--- src/hdl/ufd_pkg.sv ---
// ----------------------------------------------------------------------------
// ufd_pkg : shared types and constants for the UART edge-event decoder
// Field widths, register indexes, offset select codes and the control word
// of the shared add/compare unit.
// ----------------------------------------------------------------------------
package ufd_pkg;

    // payload and register widths
    localparam int DATA_W    = 9;
    localparam int ACC_W     = 10;   // data bits plus parity bit
    localparam int CNT_W     = 4;
    localparam int PER_W     = 24;
    localparam int CFG_IDX_W = 2;
    localparam int CFG_W     = 24;
    localparam int DB_W      = 4;
    localparam int PM_W      = 2;
    localparam int OFF_W     = 29;   // n * period + period / 2, n up to ten
    localparam int FRAC_W    = 8;
    localparam int STAMP_W   = 32;

    // register indexes
    localparam logic [CFG_IDX_W-1:0] CFG_BIT_PERIOD = 2'd0;
    localparam logic [CFG_IDX_W-1:0] CFG_DATA_BITS  = 2'd1;
    localparam logic [CFG_IDX_W-1:0] CFG_PARITY     = 2'd2;

    // register reset values
    localparam logic [PER_W-1:0] RST_BIT_PERIOD = 24'd1111;
    localparam logic [DB_W-1:0]  RST_DATA_BITS  = 4'd8;
    localparam logic [PM_W-1:0]  RST_PARITY     = 2'd0;

    // data bit count limits
    localparam logic [DB_W-1:0] DB_MIN = 4'd5;
    localparam logic [DB_W-1:0] DB_MAX = 4'd9;
    localparam logic [PM_W-1:0] PM_NONE = 2'd0;

    // item kinds
    localparam logic KIND_EDGE  = 1'b0;
    localparam logic KIND_FLUSH = 1'b1;

    // adder offset selects
    localparam logic [1:0] OFF_STEP  = 2'd0;   // one bit period
    localparam logic [1:0] OFF_FIRST = 2'd1;   // one and a half periods
    localparam logic [1:0] OFF_GUARD = 2'd2;   // (2n+1)/2 periods

    typedef struct packed {
        logic       probe_cmp;  // compare probe time, else guard time
        logic       probe_add;  // add onto probe time, else edge time
        logic [1:0] off_sel;
    } t_alu_ctl;

endpackage

--- src/hdl/ufd_alu.sv ---
// ----------------------------------------------------------------------------
// ufd_alu : shared saturating time adder and comparator
// One add (saturating at the top of the Q8 time range) and one less-than
// compare against the edge time, reused by the walk, start and guard steps.
// ----------------------------------------------------------------------------
module ufd_alu
    import ufd_pkg::*;
#(
    parameter int TQ_W = 40
) (
    input  t_alu_ctl         i_ctl,
    input  logic [TQ_W-1:0]  i_probe,
    input  logic [TQ_W-1:0]  i_guard,
    input  logic [TQ_W-1:0]  i_tq,
    input  logic [PER_W-1:0] i_period,
    input  logic [CNT_W-1:0] i_nbits,
    output logic [TQ_W-1:0]  o_sum,
    output logic             o_lt
);

    localparam int SUM_W = ((TQ_W > OFF_W) ? TQ_W : OFF_W) + 1;

    logic [OFF_W-1:0] w_half;
    logic [OFF_W-1:0] w_off;
    logic [TQ_W-1:0]  w_a;
    logic [SUM_W-1:0] w_sum;

    assign w_half = OFF_W'(i_period >> 1);

    always_comb begin
        case (i_ctl.off_sel)
            OFF_STEP:  w_off = OFF_W'(i_period);
            OFF_FIRST: w_off = OFF_W'(i_period) + w_half;
            OFF_GUARD: w_off = (OFF_W'(i_nbits) * OFF_W'(i_period)) + w_half;
            default:   w_off = OFF_W'(i_period);
        endcase
    end

    assign w_a   = i_ctl.probe_add ? i_probe : i_tq;
    assign w_sum = SUM_W'(w_a) + SUM_W'(w_off);
    assign o_sum = (w_sum > SUM_W'({TQ_W{1'b1}})) ? {TQ_W{1'b1}} : w_sum[TQ_W-1:0];

    // probe (or guard) strictly before the event time
    assign o_lt = (i_ctl.probe_cmp ? i_probe : i_guard) < i_tq;

endmodule

--- src/hdl/uart_frame_decoder_from_edges.sv ---
// ----------------------------------------------------------------------------
// uart_frame_decoder_from_edges : UART frames from timestamped line events
// Waits for idle high, starts a frame on a falling edge past the guard time,
// samples data and parity LSB first at 1.5, 2.5 ... bit periods after the edge
// using the level in force just before each probe. A flush closes the frame.
// ----------------------------------------------------------------------------
//
//  Channel | Dir | Handshake                  | Payload
//  --------+-----+----------------------------+------------------------------
//  in      | in  | i_in_valid / o_in_ready    | i_kind, i_timestamp, i_level
//  out     | out | o_out_valid / i_out_ready  | o_data, o_parity_bit,
//          |     |                            | o_start_time
//  cfg     | in  | i_cfg_we (no wait)         | i_cfg_index, i_cfg_data
//
//  Steps: one beat at a time; an event is accepted and checked, then (once
//  idle was seen) walks the probes it passed while a frame is open, emits a
//  full frame, and is tested for a start, setting the guard time if one opens.
//  A flush is accepted and checked, and goes to the emit step if it closes a frame.
//  Reset (synchronous, active low) clears the decoder and reloads the
//  register defaults. A stalled output holds the emit step until taken.
// ----------------------------------------------------------------------------
module uart_frame_decoder_from_edges
    import ufd_pkg::*;
#(
    parameter int TIME_WIDTH = 32
) (
    input  logic                 i_clk,
    input  logic                 i_rst_n,
    // configuration
    input  logic                 i_cfg_we,
    input  logic [CFG_IDX_W-1:0] i_cfg_index,
    input  logic [CFG_W-1:0]     i_cfg_data,
    // input beats
    input  logic                 i_in_valid,
    output logic                 o_in_ready,
    input  logic                 i_kind,
    input  logic [STAMP_W-1:0]   i_timestamp,
    input  logic                 i_level,
    // result beats
    output logic                 o_out_valid,
    input  logic                 i_out_ready,
    output logic [DATA_W-1:0]    o_data,
    output logic                 o_parity_bit,
    output logic [STAMP_W-1:0]   o_start_time
);

    localparam int TQ_W  = TIME_WIDTH + FRAC_W;
    localparam int EXT_W = (TIME_WIDTH > STAMP_W) ? TIME_WIDTH : STAMP_W;

    // sequencer states
    localparam logic [2:0] S_IDLE  = 3'd0;
    localparam logic [2:0] S_EVAL  = 3'd1;
    localparam logic [2:0] S_WALK  = 3'd2;
    localparam logic [2:0] S_EMIT  = 3'd3;
    localparam logic [2:0] S_START = 3'd4;
    localparam logic [2:0] S_GUARD = 3'd5;

    // configuration registers
    logic [PER_W-1:0] r_period;
    logic [DB_W-1:0]  r_dbits;
    logic [PM_W-1:0]  r_pmode;

    // sequencer and decoder state
    logic [2:0]         r_state, n_state;
    logic               r_seen_idle, n_seen_idle;
    logic               r_prev, n_prev;
    logic               r_in_frame, n_in_frame;
    logic [TQ_W-1:0]    r_probe, n_probe;
    logic [TQ_W-1:0]    r_guard, n_guard;
    logic [CNT_W-1:0]   r_bits, n_bits;
    logic [ACC_W-1:0]   r_acc, n_acc;
    logic [STAMP_W-1:0] r_fstart, n_fstart;

    // captured beat
    logic               r_kind, n_kind;
    logic               r_lvl, n_lvl;
    logic [TQ_W-1:0]    r_tq, n_tq;
    logic [STAMP_W-1:0] r_ts, n_ts;

    // output register
    logic               r_out_valid, n_out_valid;
    logic [DATA_W-1:0]  r_data, n_data;
    logic               r_par, n_par;
    logic [STAMP_W-1:0] r_ostart, n_ostart;

    logic [DB_W-1:0]    w_db;
    logic [CNT_W-1:0]   w_total;
    logic               w_in_acc;
    logic               w_out_free;
    logic [EXT_W-1:0]   w_ts_ext;
    logic [TIME_WIDTH-1:0] w_ts_tw;
    logic [ACC_W-1:0]   w_fill;
    logic [DATA_W-1:0]  w_data;
    logic               w_step;
    t_alu_ctl           w_ctl;
    logic [TQ_W-1:0]    w_sum;
    logic               w_lt;

    // effective frame length from the live registers
    always_comb begin
        if (r_dbits < DB_MIN) begin
            w_db = DB_MIN;
        end else if (r_dbits > DB_MAX) begin
            w_db = DB_MAX;
        end else begin
            w_db = r_dbits;
        end
    end
    assign w_total = w_db + CNT_W'(r_pmode != PM_NONE);

    assign o_in_ready = (r_state == S_IDLE);
    assign w_in_acc   = i_in_valid && o_in_ready;
    assign w_out_free = !r_out_valid || i_out_ready;

    // timestamp kept to TIME_WIDTH bits, then moved to Q8
    assign w_ts_ext = EXT_W'(i_timestamp);
    assign w_ts_tw  = w_ts_ext[TIME_WIDTH-1:0];

    // flush: every missing bit takes the current level
    always_comb begin
        for (int i = 0; i < ACC_W; i++) begin
            w_fill[i] = r_prev && (CNT_W'(i) >= r_bits) && (CNT_W'(i) < w_total);
        end
    end

    always_comb begin
        for (int i = 0; i < DATA_W; i++) begin
            w_data[i] = r_acc[i] && (DB_W'(i) < w_db);
        end
    end

    // shared unit control
    always_comb begin
        w_ctl.probe_cmp = (r_state == S_WALK);
        w_ctl.probe_add = (r_state == S_WALK);
        case (r_state)
            S_WALK:  w_ctl.off_sel = OFF_STEP;
            S_START: w_ctl.off_sel = OFF_FIRST;
            S_GUARD: w_ctl.off_sel = OFF_GUARD;
            default: w_ctl.off_sel = OFF_STEP;
        endcase
    end

    ufd_alu #(
        .TQ_W (TQ_W)
    ) u_alu (
        .i_ctl    (w_ctl),
        .i_probe  (r_probe),
        .i_guard  (r_guard),
        .i_tq     (r_tq),
        .i_period (r_period),
        .i_nbits  (w_total),
        .o_sum    (w_sum),
        .o_lt     (w_lt)
    );

    // one probe passed in this cycle
    assign w_step = (r_state == S_WALK) && (r_bits < w_total) && w_lt;

    always_comb begin
        n_state     = r_state;
        n_seen_idle = r_seen_idle;
        n_prev      = r_prev;
        n_in_frame  = r_in_frame;
        n_probe     = r_probe;
        n_guard     = r_guard;
        n_bits      = r_bits;
        n_acc       = r_acc;
        n_fstart    = r_fstart;
        n_kind      = r_kind;
        n_lvl       = r_lvl;
        n_tq        = r_tq;
        n_ts        = r_ts;
        n_out_valid = r_out_valid && !i_out_ready;
        n_data      = r_data;
        n_par       = r_par;
        n_ostart    = r_ostart;

        case (r_state)
            S_IDLE: begin
                if (w_in_acc) begin
                    n_kind  = i_kind;
                    n_lvl   = i_level;
                    n_tq    = {w_ts_tw, {FRAC_W{1'b0}}};
                    n_ts    = STAMP_W'(w_ts_tw);
                    n_state = S_EVAL;
                end
            end
            S_EVAL: begin
                if (r_kind == KIND_FLUSH) begin
                    if (r_in_frame) begin
                        n_acc   = r_acc | w_fill;
                        n_state = S_EMIT;
                    end else begin
                        n_seen_idle = 1'b0;
                        n_prev      = 1'b0;
                        n_probe     = '0;
                        n_guard     = '0;
                        n_bits      = '0;
                        n_acc       = '0;
                        n_fstart    = '0;
                        n_state     = S_IDLE;
                    end
                end else if (!r_seen_idle) begin
                    n_seen_idle = r_lvl;
                    n_prev      = r_lvl;
                    n_state     = S_IDLE;
                end else if (r_in_frame) begin
                    n_state = S_WALK;
                end else begin
                    n_state = S_START;
                end
            end
            S_WALK: begin
                if (w_step) begin
                    n_acc[r_bits] = r_prev;
                    n_bits        = r_bits + CNT_W'(1);
                    n_probe       = w_sum;
                end else if (r_bits >= w_total) begin
                    n_state = S_EMIT;
                end else begin
                    n_state = S_START;
                end
            end
            S_EMIT: begin
                if (w_out_free) begin
                    n_out_valid = 1'b1;
                    n_data      = w_data;
                    n_par       = (r_pmode != PM_NONE) && r_acc[w_db];
                    n_ostart    = r_fstart;
                    n_in_frame  = 1'b0;
                    if (r_kind == KIND_FLUSH) begin
                        n_seen_idle = 1'b0;
                        n_prev      = 1'b0;
                        n_probe     = '0;
                        n_guard     = '0;
                        n_bits      = '0;
                        n_acc       = '0;
                        n_fstart    = '0;
                        n_state     = S_IDLE;
                    end else begin
                        n_state = S_START;
                    end
                end
            end
            S_START: begin
                // falling edge past the guard time opens a frame
                if (!r_in_frame && r_prev && !r_lvl && w_lt) begin
                    n_in_frame = 1'b1;
                    n_bits     = '0;
                    n_acc      = '0;
                    n_fstart   = r_ts;
                    n_probe    = w_sum;
                    n_state    = S_GUARD;
                end else begin
                    n_prev  = r_lvl;
                    n_state = S_IDLE;
                end
            end
            S_GUARD: begin
                n_guard = w_sum;
                n_prev  = r_lvl;
                n_state = S_IDLE;
            end
            default: begin
                n_state = S_IDLE;
            end
        endcase
    end

    // configuration writes
    always_ff @(posedge i_clk) begin
        if (!i_rst_n) begin
            r_period <= RST_BIT_PERIOD;
            r_dbits  <= RST_DATA_BITS;
            r_pmode  <= RST_PARITY;
        end else if (i_cfg_we) begin
            case (i_cfg_index)
                CFG_BIT_PERIOD: r_period <= i_cfg_data[PER_W-1:0];
                CFG_DATA_BITS:  r_dbits  <= i_cfg_data[DB_W-1:0];
                CFG_PARITY:     r_pmode  <= i_cfg_data[PM_W-1:0];
                default: begin
                end
            endcase
        end
    end

    always_ff @(posedge i_clk) begin
        if (!i_rst_n) begin
            r_state     <= S_IDLE;
            r_seen_idle <= 1'b0;
            r_prev      <= 1'b0;
            r_in_frame  <= 1'b0;
            r_probe     <= '0;
            r_guard     <= '0;
            r_bits      <= '0;
            r_acc       <= '0;
            r_fstart    <= '0;
            r_out_valid <= 1'b0;
        end else begin
            r_state     <= n_state;
            r_seen_idle <= n_seen_idle;
            r_prev      <= n_prev;
            r_in_frame  <= n_in_frame;
            r_probe     <= n_probe;
            r_guard     <= n_guard;
            r_bits      <= n_bits;
            r_acc       <= n_acc;
            r_fstart    <= n_fstart;
            r_out_valid <= n_out_valid;
        end
    end

    // captured beat and result payload
    always_ff @(posedge i_clk) begin
        r_kind   <= n_kind;
        r_lvl    <= n_lvl;
        r_tq     <= n_tq;
        r_ts     <= n_ts;
        r_data   <= n_data;
        r_par    <= n_par;
        r_ostart <= n_ostart;
    end

    assign o_out_valid  = r_out_valid;
    assign o_data       = r_data;
    assign o_parity_bit = r_par;
    assign o_start_time = r_ostart;

    // checks
    a_bits_max: assert property (@(posedge i_clk) disable iff (!i_rst_n)
        r_bits <= CNT_W'(ACC_W))
        else $error("bit count beyond frame length");

    a_frame_needs_idle: assert property (@(posedge i_clk) disable iff (!i_rst_n)
        r_in_frame |-> r_seen_idle)
        else $error("frame open before idle seen");

    a_busy_after_beat: assert property (@(posedge i_clk) disable iff (!i_rst_n)
        w_in_acc |=> !o_in_ready)
        else $error("ready while a beat is in work");

    a_walk_counts: assert property (@(posedge i_clk) disable iff (!i_rst_n)
        w_step |=> (r_bits == $past(r_bits) + CNT_W'(1)))
        else $error("probe passed without taking a bit");

    a_emit_closes: assert property (@(posedge i_clk) disable iff (!i_rst_n)
        (r_state == S_EMIT && w_out_free) |=> (o_out_valid && !r_in_frame))
        else $error("emit step left frame open or no result");

endmodule
--- config.mk ---
export PLATFORM = sky130hd
export DESIGN_NAME = uart_frame_decoder_from_edges
export DESIGN_NICKNAME = d
export VERILOG_FILES = /design/src/hdl/ufd_pkg.sv /design/src/hdl/ufd_alu.sv /design/src/hdl/uart_frame_decoder_from_edges.sv
export SDC_FILE = /design/constraint.sdc
export NUM_CORES = 1
export LEC_CHECK = 0
export BUFFER_PORTS_ARGS = -buffer_cell sky130_fd_sc_hd__buf_2
export CORE_ASPECT_RATIO = 0.6
export CORE_MARGIN = 5
export CORE_UTILIZATION = 62
export CTS_CLUSTER_DIAMETER = 40
export CTS_CLUSTER_SIZE = 16
export DETAILED_ROUTE_END_ITERATION = 12
export PLACE_DENSITY = 0.79
export SKIP_CTS_REPAIR_TIMING = 1
export SYNTH_ARGS = -nofsm -noshare
export SYNTH_HDL_FRONTEND = slang
export SYNTH_SLANG_ARGS = --single-unit
--- constraint.sdc ---
create_clock -name i_clk -period 11.1 [get_ports i_clk]
set_input_delay 1.11 -clock i_clk [delete_from_list [all_inputs] [get_ports i_clk]]
set_output_delay 1.11 -clock i_clk [all_outputs]
set_load 0.05 [all_outputs]
* Yosys cells after proc, flatten, opt, wreduce, memory -nomap -nowiden
Index checks and enable logic that the tools add are counted.
** Word-level totals
- Memory bits (read-only) :: 0
- Bits in writable memories :: 0
- Output and inout port bits :: 44
- Memories kept :: 0
- Register bits after elaboration :: 239
- Word-level logic and storage cells :: 215
- Latch bits :: 0
** Operators by class
- Add/sub/neg operators :: 5
- Bitwise gates (word level) :: 1
- Div/mod/pow operators :: 0
- $mul :: 1
- Reductions and logical operators :: 65
- Shift operators :: 0
- Multiplexer cells :: 66
- Equal/unequal tests :: 20
- Magnitude comparators :: 38
** Operators by type and width (count)
- $mux 40 :: 9
- $mux 32 :: 5
- $pmux 40 s4 :: 1
- $pmux 40 s3 :: 1
- $pmux 32 s3 :: 1
- $mux 10 :: 6
- $pmux 29 s2 :: 1
- $add 40x29->41 :: 1
- $gt 41x40->1 const B :: 1
- $lt 40x40->1 :: 1
- $pmux 10 s4 :: 1
- $logic_and 1x1->1 :: 38
- $lt 3x4->1 const A :: 8
- $mux 4 :: 8
- $add 28x23->29 :: 1
- $mul 4x24->28 :: 1
- $mux 3 :: 9
- $add 24x23->25 :: 1
- $reduce_and 6->1 :: 3
- $ge 3x4->1 const A :: 4
- $lt 1x4->1 const A :: 4
- $lt 2x4->1 const A :: 4
- $ne 2x2->1 const B :: 8
- $pmux 4 s4 :: 1
- other kinds (41) :: 78

* Logic depth before layout (Yosys ltp)
- Depth in word-level cells :: 12
- Mapped depth :: 36

* Hierarchy
Synthesis repeated with hierarchy kept, for this count alone.
** Unflattened totals
- Cells, all modules :: 2139
- Area, all modules :: 18176.2 um2
** Modules (own cells, without submodules)
- uart_frame_decoder_from_edges :: cells an instance 902, area each 9125.0 um2, times used 1
- ufd_alu :: cells an instance 1237, area each 9051.2 um2, times used 1

* Worst setup path before layout
No wires, ideal clock.
- Path kind :: register to register
- Start point :: register r_dbits[3]
- End point :: register r_probe[0]
- Data arrival time :: 7.819 ns
- Clock period less this slack :: 7.889 ns
- Setup time :: 0.070 ns
- Setup slack :: 3.211 ns
- Path buffers :: 5
- Stages on the path, launching flop included :: 36
- Required time :: 11.030 ns
- Cells stage by stage :: dfxtp_1 > clkbuf_1 > and3b_1 > clkbuf_1 > o21bai_1 > ha_1 > a31o_2 > inv_1 > clkbuf_1 > buf_1 > nor2_1 > fa_1 > fa_1 > inv_1 > fa_1 > inv_1 > ha_1 > a21o_1 > a21oi_1 > nor4b_1 > o21ai_0 > a21oi_1 > xnor2_1 > a221oi_1 > o21ai_0 > ha_1 > a21oi_1 > o21ai_0 > nor2_1 > o21bai_1 > o211ai_1 > a21oi_1 > nor3b_2 > buf_4 > o21ai_0 > a21oi_1
** Between the ends
- Cells in the longest elaborated chain, start to end :: 12
- Elaborated cells between the ends (all ways) :: 19
** RTL lines
- start, declared :: line uart_frame_decoder_from_edges.sv:60 : logic [DB_W-1:0] r_dbits;
- start signal, assigned :: line uart_frame_decoder_from_edges.sv:280 : CFG_DATA_BITS: r_dbits <= i_cfg_data[DB_W-1:0];
- $gt 4x4->1 :: line uart_frame_decoder_from_edges.sv:103 : end else if (r_dbits > DB_MAX) begin
- $mux 4 :: line uart_frame_decoder_from_edges.sv:103
- $mux 4 * :: line uart_frame_decoder_from_edges.sv:101 : if (r_dbits < DB_MIN) begin
- $add 4x1->4 * :: line uart_frame_decoder_from_edges.sv:109 : assign w_total = w_db + CNT_W'(r_pmode != PM_NONE);
- $mul 4x24->28 :: line ufd_alu.sv:34 : OFF_GUARD: w_off = (OFF_W'(i_nbits) * OFF_W'(i_period)) + w_half;
- $add 28x23->29 :: line ufd_alu.sv:34
- $pmux 29 s2 :: line ufd_alu.sv:31 : case (i_ctl.off_sel)
- $add 40x29->41 :: line ufd_alu.sv:40 : assign w_sum = SUM_W'(w_a) + SUM_W'(w_off);
- $gt 41x40->1 :: line ufd_alu.sv:41 : assign o_sum = (w_sum > SUM_W'({TQ_W{1'b1}})) ? {TQ_W{1'b1}} : w_sum[TQ_W-1:0];
- $mux 40 :: line ufd_alu.sv:41
- $mux 40, on equally long branches :: line uart_frame_decoder_from_edges.sv:248, uart_frame_decoder_from_edges.sv:215
- $pmux 40 s4 :: line uart_frame_decoder_from_edges.sv:179 : case (r_state)
- end signal, assigned :: line uart_frame_decoder_from_edges.sv:305 : r_probe <= n_probe;
- end, declared :: line uart_frame_decoder_from_edges.sv:68 : logic [TQ_W-1:0] r_probe, n_probe;
Mark *: on every way between the ends. The rest lies on a longest branch, timed or not. The select of a mux whose other input is x is not followed.
A chain may end at the register's enable or synchronous reset.

* Final worst setup path
Ends and elaborated chain as after synthesis.

==> impl_metrics.py <==
metrics = {
    "global_route": {
        "grt_max_degree": 98,
        "antenna_found_initial": 0,
        "grt-ovfl-total": 0,
        "grt_first_pass_wirelength_microns": 80000,
        "grt_pass1_vias": 14500,
        "grt_use_total_pct": 31.5,
    },
    "timing": {
        "fin_crit_sh_pct": 86.0,
        "fmax_mhz": 105,
        "setup_viol_count_final": 0,
        "skew_ns": 0.0209,
        "tightest_slew_ns": 1.24,
        "relSlewSlack_pct": 17.2,
        "grt_setup_unrepaired": "false",
        "final_max_slew_viol_count": 0,
        "worst_hold_slack_ns": 0.436,
        "min_period_ns": 9.54,
        "setup_ws_ns": 1.56,
        "hold_viol_final": 0,
        "setup-tns-final_ns": 0,
    },
    "die": {
        "ioPinCount": 109,
        "die_x_microns": 224,
        "die_height_microns": 138,
        "design.core.area_sq_um": 27300,
        "num_rows": 47,
        "start_util_pct": 62.3,
        "die_area_sq_um": 31000,
    },
    "power_and_ir_drop": {
        "seqPwrFrac_pct": 41.2,
        "swShare_pct": 31.3,
        "leakagePower_nw": 8.21,
        "power_frac_clock_pct": 41.1,
        "ir_worst_vdd_uv": 148,
        "combPwrFrac_pct": 17.7,
        "power_density_nw_per_um2": 117,
        "intPower_mw": 1.51,
        "p_sw_mw": 0.688,
    },
    "drt": {
        "drtIter0Drc": 2164,
        "drt-pass1-iter-count": 5,
        "dr_total_vias": 15600,
        "route.detailed.drc": 0,
        "final_antenna_net_count": 0,
        "viasPerCell": 6.19,
        "routedWlPerCell_microns": 19.9,
        "wirelength_microns": 50300,
    },
    "worst_setup_path": {
        "cp.arrival_ns": 10.04,
        "worstSetupPathDepth": 31,
        "worstPathRequired_ns": 11.60,
        "criticalPathCategory": "flop to flop",
        "crit_slowest_cell": "o21ai_0",
        "cpLargestDelayFamily": "adder cells",
        "cp-end-kind": "flop",
        "reg2reg_slack_ns": 1.56,
        "cp-start-kind": "flop",
        "timing.critical_path.buf_inv": 4,
        "critPathMaxStageDelay_ns": 0.74,
        "rr_worst_depth": 31,
        "cp_max_fo": 19,
    },
    "synth": {
        "yosys_warnings": 0,
        "synth_area_leader_cell": "dfxtp_1",
        "yosys-top-cells-area": "dfxtp_1 18%, edfxtp_1 13%, ha_1 10%, fa_1 8.0%, nand2_1 6.6%",
        "ys_ff_latch": 231,
        "syn_nets": 2347,
        "yosysUniqueCellTypes": 78,
        "synth_edf_count": 76,
        "syn_area_sq_um": 17000,
        "async_reset_ff_share_pct": 0,
        "synth_largest_type_area_fraction_pct": 18.2,
        "ys_seq_area_share_pct": 31.6,
        "syn_inst": 2077,
        "ys.flop_type": "dfxtp_1",
        "synth_area_per_cell_sq_um": 8.20,
    },
    "finish": {
        "final_cell_mix": "299 x nand2_1, 218 x nor2_1, 182 x inv_1",
        "area_growth_syn_to_layout_pct": 10.0,
        "antenna_cells": 0,
        "finalNetCount": 2409,
        "drive_above_1_share_pct": 9.17,
        "final_common_cell": "nand2_1",
    },
    "outcome": {
        "outcome": "complete, no violations",
    },
    "clock_tree": {
        "cts-root-buf": "clkbuf_16",
        "clockBufferDepth": 3,
        "clock_latency_ns": 0.58,
        "clk_pin_slew_ns": 0.07,
        "numCtsBuffers": 27,
        "cts_tree": "yes",
        "htreeDepth": 1,
        "clkSinkCount": 231,
    },
    "placed_design": {
        "pre_cts_slack_ns": 1.92,
        "dp_hpwl_microns": 37400,
        "gp_congestion": 0.977,
        "portBuffers": 108,
    },
    "flow_run": {
        "maxCapViolations": 0,
    },
    "min_path": {
        "min_path_type": "flop to flop",
        "holdPathStages": 0,
    },
}
==> power by group through the flow <==
stage	Sequential, mW	Combinational [mW]	Clock [mW]
2_1_floorplan	0.913	0.275	0
3_3_place_gp	0.922	0.365	0
3_5_place_dp	0.922	0.376	0
4_1_cts	0.904	0.379	0.912
5_1_grt	0.906	0.426	0.950
6_report	0.905	0.390	0.903
==> worst paths after layout <==
| kind | end | startpoint |
|---|---|---|
| worst max-delay path | r_probe[0] | r_dbits[3] |
| worst min-delay path | o_start_time[5] | r_fstart[5] |
| worst max register to register | r_probe[0] | r_dbits[3] |
| worst min register to register | o_start_time[5] | r_fstart[5] |
==> routing by layer <==
layer  track usage, %  vias to the layer above  share of wire, %
li1                 -                     7359                 -
met1             49.1                     7417                46
met2             43.4                      796                40
met3             9.19                       71                12
met4             5.99                        2               1.9
met5             1.08                        -             0.082
==> cells by family after synthesis <==
| group | after synthesis | synth area share (%) |
|---|---|---|
| AOI/OAI and AO/OA | 553 | 20.6 |
| muxes | 18 | 1.06 |
| adders and majority gates | 205 | 18.0 |
| xor gates and xnor gates | 73 | 3.75 |
| DFF | 231 | 31.6 |
| buffers and inverters | 277 | 6.21 |
| and+or+nand+nor | 720 | 18.8 |
==> through the flow <==
stage               utilization (%)  cell area (sq um)  std cells  total power, mW
CTS                            68.6              18700       2527             2.20
global route                   68.6              18700       2527             2.28
floorplan                         -              17000       2077             1.19
detailed placement             65.2              17800       2477             1.30
finish                         68.6              18700       2527             2.20
global placement               65.2              17800       2477             1.29
==> Yosys cell counts, drive strengths merged (10+ instances only) <==
cell type    n
and2        46
xor2        31
a21o        32
buf         17
nand2      300
nor2       219
o21a        12
xnor2       42
a31oi       13
nand4       16
inv        183
clkbuf      75
a21oi      157
nor3        22
edfxtp      76
fa          68
mux2i       17
a22oi       76
nand2b      19
dfxtp      155
o211ai      15
o22ai       10
ha         137
nand3       37
o21ai      140
nor2b       17
o21bai      13
==> registers in the layout (all words and copies together) (netlist names), 2 cells and up <==
signal / cells
r_probe: 40
o_start_time: 32
r_fstart: 32
r_guard: 32
r_ts: 32
r_period: 24
r_acc: 10
o_data: 9
r_bits: 4
r_dbits: 4
r_state: 3
r_pmode: 2
==> layout make-up <==
cell class	count	area, sq um
fillers	2261	8600
repair buffers	125	668
flip-flops and latches	231	5390
clock inverters	18	208
inverters	185	694
well taps	367	459
multi-input cells	1569	10600
clock buffers	32	704
(Power assumes the default switching activity.)
